**config.mk**
```make
export PLATFORM = sky130hd
export DESIGN_NAME = lmm_walker
export DESIGN_NICKNAME = d
export VERILOG_FILES = /design/src/lmm_pkg.sv /design/src/lmm_walker.sv
export SDC_FILE = /design/constraint.sdc
export NUM_CORES = 1
export LEC_CHECK = 0
export ABC_CLOCK_PERIOD_IN_PS = 15600
export BUFFER_PORTS_ARGS = -buffer_cell sky130_fd_sc_hd__buf_2
export CORE_ASPECT_RATIO = 0.8
export CORE_MARGIN = 10
export CORE_UTILIZATION = 55
export DETAILED_ROUTE_END_ITERATION = 10
export PLACE_DENSITY = 0.74
export SYNTH_ARGS = -nofsm -noshare
export SYNTH_HDL_FRONTEND = slang
export SYNTH_SLANG_ARGS = --single-unit
```
**constraint.sdc**
```tcl
create_clock -name clk -period 15.6 [get_ports clk]
set_clock_uncertainty 0.2 [all_clocks]
set_input_delay 4.68 -clock clk [delete_from_list [all_inputs] [get_ports clk]]
set_output_delay 4.68 -clock clk [all_outputs]
set_load 0.02 [all_outputs]
```
**src/lmm_pkg.sv**
```systemverilog
package lmm_pkg;

    localparam int POS_W          = 11;
    localparam int OPERAND_W      = 32;
    localparam int LEAVES_DEF     = 1024;
    localparam int VALUE_BITS_DEF = 32;
    // Length register caps every span, whatever LEAVES is.
    localparam int LEN_MAX        = 2047;

    localparam logic [POS_W-1:0] LEN_RESET = POS_W'(1024);

    localparam logic ST_OK  = 1'b0;
    localparam logic ST_BAD = 1'b1;

    typedef enum logic [1:0] {
        OP_LOAD  = 2'd0,
        OP_BUILD = 2'd1,
        OP_ADD   = 2'd2,
        OP_FIND  = 2'd3
    } op_t;

    typedef struct packed {
        logic             found;
        logic [POS_W-1:0] position;
        logic             status;
    } res_t;

endpackage

```
**src/lmm_walker.sv**
```systemverilog
module lmm_walker import lmm_pkg::*; #(
    parameter int LEAVES     = LEAVES_DEF,
    parameter int VALUE_BITS = VALUE_BITS_DEF
) (
    input  logic                  clk,
    input  logic                  rst_n,
    input  logic                  start,
    input  op_t                   op,
    input  logic [POS_W-1:0]      lo,
    input  logic [POS_W-1:0]      hi,
    input  logic [VALUE_BITS-1:0] value,
    input  logic [POS_W-1:0]      span,
    output logic                  idle,
    output logic                  res_valid,
    input  logic                  res_ready,
    output res_t                  res,
    output logic                  mem_rd_en,
    output logic [$clog2(4 * ((LEAVES < LEN_MAX) ? LEAVES : LEN_MAX))-1:0] mem_rd_addr,
    input  logic [3*VALUE_BITS-1:0] mem_rd_data,
    output logic                  mem_wr_en,
    output logic [$clog2(4 * ((LEAVES < LEN_MAX) ? LEAVES : LEN_MAX))-1:0] mem_wr_addr,
    output logic [3*VALUE_BITS-1:0] mem_wr_data
);

    localparam int VB          = VALUE_BITS;
    localparam int SPAN_MAX    = (LEAVES < LEN_MAX) ? LEAVES : LEN_MAX;
    localparam int NODE_W      = $clog2(4 * SPAN_MAX);
    localparam int STACK_DEPTH = $clog2(SPAN_MAX) + 1;
    localparam int STK_AW      = $clog2(STACK_DEPTH);
    localparam int SP_W        = $clog2(STACK_DEPTH + 1);
    localparam int WORD_W      = 3 * VB;

    typedef enum logic [3:0] {
        S_IDLE, S_LOAD, S_VISIT, S_CHK, S_PUSH_A, S_PUSH_B, S_PUSH_N,
        S_COVER, S_PULL_A, S_PULL_B, S_DONE
    } state_t;

    state_t            state_reg, state_next;
    op_t               op_reg, op_next;
    logic [POS_W-1:0]  lo_reg, lo_next, hi_reg, hi_next;
    logic [VB-1:0]     val_reg, val_next;
    logic [NODE_W-1:0] idx_reg, idx_next;
    logic [POS_W-1:0]  l_reg, l_next, r_reg, r_next;
    logic [1:0]        ph_reg, ph_next;
    logic [SP_W-1:0]   sp_reg, sp_next;
    logic [VB-1:0]     nmin_reg, nmin_next, nmax_reg, nmax_next, pend_reg, pend_next;
    logic [VB-1:0]     amin_reg, amin_next, amax_reg, amax_next;
    res_t              res_reg, res_next;

    logic [NODE_W-1:0] stk_idx [STACK_DEPTH];
    logic [POS_W-1:0]  stk_l   [STACK_DEPTH];
    logic [POS_W-1:0]  stk_r   [STACK_DEPTH];
    logic [1:0]        stk_ph  [STACK_DEPTH];

    logic [POS_W:0]    sum;
    logic [POS_W-1:0]  mid;
    logic [NODE_W-1:0] left_idx, right_idx;
    logic [SP_W-1:0]   sp_dec;
    logic              do_call, call_right, do_ret;
    logic [1:0]        saved_ph;
    logic [VB-1:0]     rd_min, rd_max, rd_pend;

    function automatic logic [WORD_W-1:0] add_word(input logic [WORD_W-1:0] w,
                                                    input logic [VB-1:0] d);
        logic [VB-1:0] p, mx, mn;
        p  = w[3*VB-1:2*VB] + d;
        mx = w[2*VB-1:VB] + d;
        mn = w[VB-1:0] + d;
        return {p, mx, mn};
    endfunction

    assign sum       = {1'b0, l_reg} + {1'b0, r_reg};
    assign mid       = sum[POS_W:1];
    assign left_idx  = {idx_reg[NODE_W-2:0], 1'b0};
    assign right_idx = {idx_reg[NODE_W-2:0], 1'b1};
    assign sp_dec    = sp_reg - 1'b1;
    assign rd_min    = mem_rd_data[VB-1:0];
    assign rd_max    = mem_rd_data[2*VB-1:VB];
    assign rd_pend   = mem_rd_data[3*VB-1:2*VB];

    always_comb
    begin
        state_next  = state_reg;
        op_next     = op_reg;
        lo_next     = lo_reg;
        hi_next     = hi_reg;
        val_next    = val_reg;
        idx_next    = idx_reg;
        l_next      = l_reg;
        r_next      = r_reg;
        ph_next     = ph_reg;
        sp_next     = sp_reg;
        nmin_next   = nmin_reg;
        nmax_next   = nmax_reg;
        pend_next   = pend_reg;
        amin_next   = amin_reg;
        amax_next   = amax_reg;
        res_next    = res_reg;
        do_call     = 1'b0;
        call_right  = 1'b0;
        do_ret      = 1'b0;
        saved_ph    = ph_reg;
        mem_rd_en   = 1'b0;
        mem_rd_addr = idx_reg;
        mem_wr_en   = 1'b0;
        mem_wr_addr = idx_reg;
        mem_wr_data = '0;

        case (state_reg)
            S_IDLE:
            begin
                if (start)
                begin
                    op_next  = op;
                    lo_next  = lo;
                    hi_next  = hi;
                    val_next = value;
                    idx_next = NODE_W'(1);
                    l_next   = POS_W'(1);
                    r_next   = span;
                    ph_next  = 2'd0;
                    sp_next  = '0;
                    res_next = '{found: 1'b0, position: '0, status: ST_OK};
                    case (op)
                        OP_LOAD:
                        begin
                            if (lo == '0 || lo > span)
                            begin
                                res_next.status = ST_BAD;
                                state_next      = S_DONE;
                            end
                            else
                            begin
                                state_next = S_LOAD;
                            end
                        end
                        OP_BUILD:
                        begin
                            state_next = S_VISIT;
                        end
                        OP_ADD:
                        begin
                            if (lo > hi)
                            begin
                                state_next = S_DONE;
                            end
                            else if (lo == '0 || hi > span)
                            begin
                                res_next.status = ST_BAD;
                                state_next      = S_DONE;
                            end
                            else
                            begin
                                state_next = S_VISIT;
                            end
                        end
                        OP_FIND:
                        begin
                            if (lo == '0)
                            begin
                                res_next.status = ST_BAD;
                                state_next      = S_DONE;
                            end
                            else if (lo > span)
                            begin
                                state_next = S_DONE;
                            end
                            else
                            begin
                                state_next = S_VISIT;
                            end
                        end
                        default:
                        begin
                            state_next = S_DONE;
                        end
                    endcase
                end
            end

            S_LOAD:
            begin
                if (l_reg == r_reg)
                begin
                    mem_wr_en   = 1'b1;
                    mem_wr_data = {VB'(0), val_reg, val_reg};
                    state_next  = S_DONE;
                end
                else if (lo_reg <= mid)
                begin
                    idx_next = left_idx;
                    r_next   = mid;
                end
                else
                begin
                    idx_next = right_idx;
                    l_next   = POS_W'(mid + 1'b1);
                end
            end

            S_VISIT:
            begin
                case (op_reg)
                    OP_BUILD:
                    begin
                        case (ph_reg)
                            2'd0:
                            begin
                                if (l_reg == r_reg)
                                begin
                                    do_ret = 1'b1;
                                end
                                else
                                begin
                                    do_call  = 1'b1;
                                    saved_ph = 2'd1;
                                end
                            end
                            2'd1:
                            begin
                                do_call    = 1'b1;
                                call_right = 1'b1;
                                saved_ph   = 2'd2;
                            end
                            default:
                            begin
                                mem_rd_en   = 1'b1;
                                mem_rd_addr = left_idx;
                                state_next  = S_PULL_A;
                            end
                        endcase
                    end
                    OP_ADD:
                    begin
                        case (ph_reg)
                            2'd0:
                            begin
                                mem_rd_en = 1'b1;
                                if (lo_reg <= l_reg && r_reg <= hi_reg)
                                begin
                                    state_next = S_COVER;
                                end
                                else
                                begin
                                    state_next = S_CHK;
                                end
                            end
                            2'd1:
                            begin
                                if (lo_reg <= mid)
                                begin
                                    do_call  = 1'b1;
                                    saved_ph = 2'd2;
                                end
                                else
                                begin
                                    ph_next = 2'd2;
                                end
                            end
                            2'd2:
                            begin
                                if (hi_reg > mid)
                                begin
                                    do_call    = 1'b1;
                                    call_right = 1'b1;
                                    saved_ph   = 2'd3;
                                end
                                else
                                begin
                                    ph_next = 2'd3;
                                end
                            end
                            default:
                            begin
                                mem_rd_en   = 1'b1;
                                mem_rd_addr = left_idx;
                                state_next  = S_PULL_A;
                            end
                        endcase
                    end
                    OP_FIND:
                    begin
                        case (ph_reg)
                            2'd0:
                            begin
                                mem_rd_en  = 1'b1;
                                state_next = S_CHK;
                            end
                            2'd1:
                            begin
                                do_call    = 1'b1;
                                call_right = 1'b1;
                                saved_ph   = 2'd2;
                            end
                            2'd2:
                            begin
                                if (lo_reg <= mid)
                                begin
                                    do_call  = 1'b1;
                                    saved_ph = 2'd3;
                                end
                                else
                                begin
                                    do_ret = 1'b1;
                                end
                            end
                            default:
                            begin
                                do_ret = 1'b1;
                            end
                        endcase
                    end
                    default:
                    begin
                        state_next = S_DONE;
                    end
                endcase
            end

            S_CHK:
            begin
                nmin_next = rd_min;
                nmax_next = rd_max;
                pend_next = rd_pend;
                if (op_reg == OP_FIND &&
                    ($signed(val_reg) < $signed(rd_min) || $signed(rd_max) < $signed(val_reg)))
                begin
                    do_ret = 1'b1;
                end
                else if (op_reg == OP_FIND && l_reg == r_reg)
                begin
                    // Hit: drop the rest of the walk.
                    res_next.found    = 1'b1;
                    res_next.position = l_reg;
                    sp_next           = '0;
                    state_next        = S_DONE;
                end
                else if (rd_pend != '0)
                begin
                    mem_rd_en   = 1'b1;
                    mem_rd_addr = left_idx;
                    state_next  = S_PUSH_A;
                end
                else
                begin
                    ph_next    = 2'd1;
                    state_next = S_VISIT;
                end
            end

            S_PUSH_A:
            begin
                mem_wr_en   = 1'b1;
                mem_wr_addr = left_idx;
                mem_wr_data = add_word(mem_rd_data, pend_reg);
                mem_rd_en   = 1'b1;
                mem_rd_addr = right_idx;
                state_next  = S_PUSH_B;
            end

            S_PUSH_B:
            begin
                mem_wr_en   = 1'b1;
                mem_wr_addr = right_idx;
                mem_wr_data = add_word(mem_rd_data, pend_reg);
                state_next  = S_PUSH_N;
            end

            S_PUSH_N:
            begin
                mem_wr_en   = 1'b1;
                mem_wr_data = {VB'(0), nmax_reg, nmin_reg};
                ph_next     = 2'd1;
                state_next  = S_VISIT;
            end

            S_COVER:
            begin
                mem_wr_en   = 1'b1;
                mem_wr_data = add_word(mem_rd_data, val_reg);
                do_ret      = 1'b1;
            end

            S_PULL_A:
            begin
                amin_next   = rd_min;
                amax_next   = rd_max;
                mem_rd_en   = 1'b1;
                mem_rd_addr = right_idx;
                state_next  = S_PULL_B;
            end

            S_PULL_B:
            begin
                mem_wr_en   = 1'b1;
                mem_wr_data[3*VB-1:2*VB] = '0;
                mem_wr_data[2*VB-1:VB]   = ($signed(amax_reg) < $signed(rd_max)) ?
                                           rd_max : amax_reg;
                mem_wr_data[VB-1:0]      = ($signed(rd_min) < $signed(amin_reg)) ?
                                           rd_min : amin_reg;
                do_ret      = 1'b1;
            end

            S_DONE:
            begin
                if (res_ready)
                begin
                    state_next = S_IDLE;
                end
            end

            default:
            begin
                state_next = S_IDLE;
            end
        endcase

        if (do_call)
        begin
            sp_next    = sp_reg + 1'b1;
            ph_next    = 2'd0;
            state_next = S_VISIT;
            if (call_right)
            begin
                idx_next = right_idx;
                l_next   = POS_W'(mid + 1'b1);
            end
            else
            begin
                idx_next = left_idx;
                r_next   = mid;
            end
        end

        if (do_ret)
        begin
            if (sp_reg == '0)
            begin
                state_next = S_DONE;
            end
            else
            begin
                sp_next    = sp_dec;
                idx_next   = stk_idx[sp_dec[STK_AW-1:0]];
                l_next     = stk_l[sp_dec[STK_AW-1:0]];
                r_next     = stk_r[sp_dec[STK_AW-1:0]];
                ph_next    = stk_ph[sp_dec[STK_AW-1:0]];
                state_next = S_VISIT;
            end
        end
    end

    always_ff @(posedge clk or negedge rst_n)
    begin
        if (!rst_n)
        begin
            state_reg <= S_IDLE;
            sp_reg    <= '0;
            res_reg   <= '0;
        end
        else
        begin
            state_reg <= state_next;
            sp_reg    <= sp_next;
            res_reg   <= res_next;
        end
    end

    always_ff @(posedge clk)
    begin
        op_reg   <= op_next;
        lo_reg   <= lo_next;
        hi_reg   <= hi_next;
        val_reg  <= val_next;
        idx_reg  <= idx_next;
        l_reg    <= l_next;
        r_reg    <= r_next;
        ph_reg   <= ph_next;
        nmin_reg <= nmin_next;
        nmax_reg <= nmax_next;
        pend_reg <= pend_next;
        amin_reg <= amin_next;
        amax_reg <= amax_next;
        if (do_call)
        begin
            stk_idx[sp_reg[STK_AW-1:0]] <= idx_reg;
            stk_l[sp_reg[STK_AW-1:0]]   <= l_reg;
            stk_r[sp_reg[STK_AW-1:0]]   <= r_reg;
            stk_ph[sp_reg[STK_AW-1:0]]  <= saved_ph;
        end
    end

    assign idle      = (state_reg == S_IDLE);
    assign res_valid = (state_reg == S_DONE);
    assign res       = res_reg;

    a_stack_bound: assert property (@(posedge clk) disable iff (!rst_n)
        sp_reg <= SP_W'(STACK_DEPTH))
        else $error("walk stack overflow");

    a_no_rw_clash: assert property (@(posedge clk) disable iff (!rst_n)
        !(mem_rd_en && mem_wr_en && mem_rd_addr == mem_wr_addr))
        else $error("read and write of one node in the same cycle");

    a_idle_empty: assert property (@(posedge clk) disable iff (!rst_n)
        (state_reg == S_IDLE) |-> (sp_reg == '0))
        else $error("walk stack not empty when idle");

    a_span_order: assert property (@(posedge clk) disable iff (!rst_n)
        (state_reg == S_VISIT) |-> (l_reg != '0 && l_reg <= r_reg))
        else $error("node span out of order");

    a_found_find: assert property (@(posedge clk) disable iff (!rst_n)
        (res_valid && res_reg.found) |-> (op_reg == OP_FIND && res_reg.position != '0))
        else $error("hit reported outside a find");

endmodule

```
# After elaboration in Yosys (flattened, before gate mapping)
# Memory sizes are Yosys's and may differ from the RTL's.
# Cells that the tools add are included.
[totals]
out_inout_bits = 137
regBits = 273
elab_cells = 221
mem_bits_rw = 396
inputBits = 167
n_memories = 4
[memory_table]
columns = ["memory", "words", "word_bits", "read_ports", "rd_clocked_by_memory_dff", "write_ports", "line_no", "source"]
rows = [
  ["stk_idx", 11, 12, 1, 0, 1, "lmm_walker.sv:50", "logic [NODE_W-1:0] stk_idx [STACK_DEPTH];"],
  ["stk_l", 11, 11, 1, 0, 1, "lmm_walker.sv:51", "logic [POS_W-1:0] stk_l [STACK_DEPTH];"],
  ["stk_r", 11, 11, 1, 0, 1, "lmm_walker.sv:52", "logic [POS_W-1:0] stk_r [STACK_DEPTH];"],
  ["stk_ph", 11, 2, 1, 0, 1, "lmm_walker.sv:53", "logic [1:0] stk_ph [STACK_DEPTH];"],
]
[classes]
addsub = 10
n_mux = 124
eq_ne = 30
n_reduce_logical = 24
magnitude_cmp = 11
[op_table]
columns = ["cell", "n"]
rows = [
  ["96-bit one-hot mux with 5 select lines", 1],
  ["32-bit adder", 6],
  ["11-bit 2-to-1 mux", 14],
  ["12-bit 2-to-1 mux", 12],
  ["32-bit < comparator", 4],
  ["12-bit one-hot mux with 2 select lines", 4],
  ["4-bit 2-to-1 mux", 21],
  ["32-bit 2-to-1 mux", 2],
  ["64-bit 2-to-1 mux", 1],
  ["11-bit greater-than comparator", 4],
  ["11-bit one-hot mux with 2 select lines", 2],
  ["4-bit one-hot mux with 10 select lines", 1],
  ["12-bit one-hot mux with 3 select lines", 1],
  ["11-bit <= comparator", 3],
  ["32-bit nonzero test", 1],
  ["2-bit 2-to-1 mux", 15],
  ["1-bit 2-to-1 mux", 25],
  ["4-bit by 3-bit equality test with 1-bit output, second input constant", 4],
  ["2-bit one-hot mux with 2 select lines", 4],
  ["4-bit one-hot mux with 2 select lines", 2],
  ["4-bit one-hot mux with 4 select lines", 1],
  ["1-bit one-hot mux with 3 select lines", 5],
  ["1-bit one-hot mux with 2 select lines", 7],
  ["13-bit 2-to-1 mux", 1],
  ["other kinds (33)", 58],
]

# Depth between registers and ports, before layout
[depth]
depth_word = 10
mapped_depth = 24
mapped_depth_nobuf = 22

# Least setup slack after synthesis
# Ideal clock, no wire load.
[synth_path]
path_type = "input to output"
startpoint = "in mem_rd_data[45]"
endpoint = "out mem_wr_data[43]"
required_time_ns = 10.720
t_arrival_ns = 7.539
stages = 13
path_buffers = 1
path_slack_ns = 3.181
cell_sequence = "inv_1 > ha_1 > a21o_1 > a21o_1 > a21oi_1 > nor3_1 > a211oi_1 > o211ai_1 > a31o_2 > a21oi_1 > clkbuf_1 > mux2i_1 > o21ai_0"
[synth_between]
elab_chain_cells = 3
[synth_rtl]
columns = ["element", "line_no", "source"]
rows = [
  ["start: declaration", "lmm_walker.sv:19", "input logic [3*VALUE_BITS-1:0] mem_rd_data,"],
  ["32-bit < comparator", "lmm_walker.sv:397", "mem_wr_data[2*VB-1:VB] = ($signed(amax_reg) < $signed(rd_max)) ?"],
  ["32-bit 2-to-1 mux", "lmm_walker.sv:397", ""],
  ["96-bit one-hot mux with 5 select lines", "lmm_walker.sv:109", "case (state_reg)"],
  ["end: declaration", "lmm_walker.sv:22", "output logic [3*VALUE_BITS-1:0] mem_wr_data"],
]
# No other way between the ends.

# Worst setup path after layout
[layout_path]
startpoint = "in mem_rd_data[32]"
endpoint = "out mem_wr_data[60]"
[layout_between]
elab_chain_cells = 3
word_cells_on_any_way = 5
cone_classes = "2 x add/sub; 1 x order compare; 2 x mux"
[layout_rtl]
columns = ["element", "line_no"]
rows = [
  ["32-bit < comparator", "lmm_walker.sv:397"],
  ["32-bit 2-to-1 mux", "lmm_walker.sv:397"],
  ["96-bit one-hot mux with 5 select lines *", "lmm_walker.sv:109"],
]
# Every way passes the cells marked *; elsewhere a longest branch is shown, timed or not.

==> impl_metrics.tcl <==
set metrics [dict create \
    run_status "finished, final reports clean" \
    vias 29700 \
    ys_top_cells_by_area "edfxtp_1, ha_1, mux4_2, a21oi_1, o21ai_0" \
    cp_num_buf_inv 3 \
    ys.warnings.count 0 \
    core_area_um2 69300 \
    peakVddDrop_v 0.000143 \
    cp-end-kind "output pin" \
    nets 4131 \
    synth-edff-count 612 \
    postCtsHoldBufs 0 \
    dieHeight_um 257 \
    final_hold_viol_count 0 \
    synth_seq_area_share_pct 50.7 \
    largest_reg_flops 132 \
    hold_class "register to register" \
    synth_fa_ha_area_share_pct 10.4 \
    period_minus_slack_ns 13.77 \
    rows 86 \
    grt_pass1_vias 28400 \
    worst_slew_margin_rel_pct 10.8 \
    cts_resized 0 \
    synth_top_family_by_area "compound AO/OA/AOI/OAI gates" \
    clk_pin_slew_ns 0.06 \
    p_seq_share_pct 35.0 \
    ys_seq_elements 669 \
    synth_xor_area_share_pct 2.04 \
    grt_setup_unrepaired "false" \
    powerDensity_nw_per_um2 165 \
    yosys.area_share.simple_pct 9.99 \
    firstDrtPassIters 7 \
    cts_setup_buffers 0 \
    placed_cells 4496 \
    synth.cells.most_frequent "edfxtp_1, ha_1, a21oi_1" \
    tritoncts "built" \
    grtUsageTotal_pct 28.0 \
    critPathSlowestCell "a211oi_1" \
    dpl.hpwl_um 83200 \
    clockBufferDepth 3 \
    clock_latency_ns 0.63 \
    period_share_pct 88.3 \
    wl_per_cell_um 25.4 \
    worstMarginPinSlew_ns 1.32 \
    cpPeakStageDelay_ns 1.04 \
    place_congestion 0.996 \
    p_int_w 0.00429 \
    syn-cell-area_um2 38700 \
    power.leakage_nw 17.5 \
    placed_cell_area_um2 41300 \
    path_delay_family "compound AO/OA/AOI/OAI gates" \
    clockPowerShare_pct 23.2 \
    cp-startpoint "mem_rd_data[32]" \
    setup_violations 0 \
    drt-total-wl_um 118000 \
    syn-instance-count 3367 \
    timing.setup.critical_path_class "input port to output pin" \
    finalInstanceArea_um2 43600 \
    startpoint_type "input port" \
    grt_max_degree 71 \
    root_buffer "clkbuf_16" \
    synth.area.mux_share_pct 7.46 \
    drc 0 \
    worstPathArrival_ns 8.89 \
    path_cells "buf_2 > ha_1 > inv_1 > fa_1 > nor2b_1 > o21a_1 > o21ai_0 > a211oi_1 > o211ai_1 > a31oi_1 > nand3_1 > nand2_1 > o21ai_0 > mux2i_1 > a221o_1 > buf_2" \
    min-delay-start "res[6]" \
    async_flop_share_pct 3.14 \
    postRouteAntennaNets 0 \
    max_freq_mhz 72.6 \
    numCtsBuffers 69 \
    fin_tns_setup_ns 0 \
    clock_sinks 669 \
    h-tree-depth 3 \
    drt-initial-drc-count 4102 \
    yosysUniqueCellTypes 86 \
    yosysTopAreaCell "edfxtp_1" \
    antenna_found_initial 20 \
    die_area_um2 81400 \
    syn_area_per_cell_um2 11.5 \
    synth_compound_area_share_pct 15.8 \
    initial_core_util_pct 55.8 \
    slew_violations 0 \
    cp.required_ns 10.72 \
    maxCapViolCount 0 \
    die_w_um 317 \
    drive_above_1_share_pct 16.3 \
    grt-ovfl-total 0 \
    numPortBuffers 303 \
    yosysMostFrequentCell "edfxtp_1" \
    grt_pass1_wl_um 175000 \
    stdcell_count 4635 \
    synthesis.nets 3854 \
    synth_top_area_share_pct 47.5 \
    cp_max_fo 6 \
    area_delta_synth_final_pct 12.7 \
    yosys_most_used_dff "edfxtp_1" \
    via_per_inst 6.41 \
    p_sw_w 0.00289 \
    reg2reg_from "l_reg[0]" \
    pin_count 304 \
    sw_frac_of_total_pct 40.3 \
    p_comb_share_pct 41.8 \
]
[power by group through the flow]
| stage | combinational [W] | sequential (W) | clock [W] |
|---|---|---|---|
| 6_report | 0.00300 | 0.00251 | 0.00166 |
| 5_1_grt | 0.00325 | 0.00253 | 0.00174 |
| 4_1_cts | 0.00294 | 0.00250 | 0.00168 |
| 3_5_place_dp | 0.00292 | 0.00254 | 0 |
| 3_3_place_gp | 0.00289 | 0.00253 | 0 |
| 2_1_floorplan | 0.00209 | 0.00241 | 0 |
[layout by cell type (no fill, tap or decap), drive strengths merged, types with 14 or more instances in the layout]
cell and n:
mux2 18, xnor2 52, a21oi 236, clkinv 25, mux4 72, nor4 28
diode 14, mux2i 106, nand3 66, nand2b 42, or3 14, a21o 98
a221o 15, o21ai 229, inv 220, clkbuf 92, a22oi 25, nand2 219
a221oi 25, o211ai 60, or2 18, ha 316, a31oi 25, a222oi 16
nor2b 32, buf 350, dfrtp 21, edfxtp 612, o31ai 16, and3 21
nand4 42, dfxtp 36, o21a 24, o221ai 24, nor3 64, nor2 205
xor2 38, a211oi 36
[worst reg2reg max path, cell delays in order, from the launching register on]
cell,delay (ns)
dfxtp_1,0.75
ha_1,0.32
inv_1,0.07
fa_1,0.40
nand2b_1,0.21
a211oi_2,0.32
nor2_1,0.16
nor2_1,0.16
nor2_1,0.07
xnor2_1,0.32
inv_1,0.22
ha_1,0.31
and3_1,0.19
and2_1,0.17
and3_1,0.23
a21boi_1,0.15
o31a_1,0.39
o31ai_1,0.77
nor2_1,0.16
a21oi_2,0.73
nor2_1,0.45
a221o_1,0.41
[routing by layer]
metal	global-route usage (%)	vias to the layer above	routed length (um)
met1	40.3	14300	50100
met4	8.82	8	3210
met2	39.1	1687	49300
li1	-	13500	-
met3	9.61	201	15100
met5	0	-	55
[logic make-up (layout without fill, tap and decap cells)]
| group | after synthesis | count (layout) |
|---|---|---|
| other cells | 0 | 14 |
| fa+ha+maj | 320 | 320 |
| buf+inv | 364 | 694 |
| compound gates | 931 | 931 |
| flops | 669 | 669 |
| mux | 196 | 196 |
| simple gates | 797 | 797 |
| xor+xnor | 90 | 90 |
[area by class of cell]
| type | instances | area (um^2) |
|---|---|---|
| antenna | 14 | 35.0 |
| clock inverter | 33 | 333 |
| fill | 5496 | 25700 |
| clock buffer | 91 | 1920 |
| multi-input combinational | 2334 | 17800 |
| tap | 924 | 1160 |
| inverter | 219 | 826 |
| timing repair buffer | 351 | 1880 |
| sequential | 669 | 19600 |
[path summary, 6_finish.rpt]
check,end,slack (ns),cells after the start
worst max-delay path,mem_wr_data[60],1.83,16
worst min-delay path,res[6],0.28,2
worst max register to register,idx_reg[11],8.32,21
worst min register to register,res[6],0.28,2
max in group asynchronous,sp_reg[0],10.82,1
min in group asynchronous,sp_reg[1],3.89,1
[metrics by stage]
step	util [%]	setup WS (ns)	power (W)	hold slack [ns]
6_report	62.9	1.83	0.00718	0.284
5_1_grt	62.9	1.63	0.00752	0.305
4_1_cts	62.9	2.13	0.00712	0.283
3_5_place_dp	59.6	2.16	0.00546	0.270
3_3_place_gp	59.6	2.14	0.00542	0.259
2_1_floorplan	-	3.18	0.00450	0.357
Note: power is estimated with default switching activity, not from simulation.
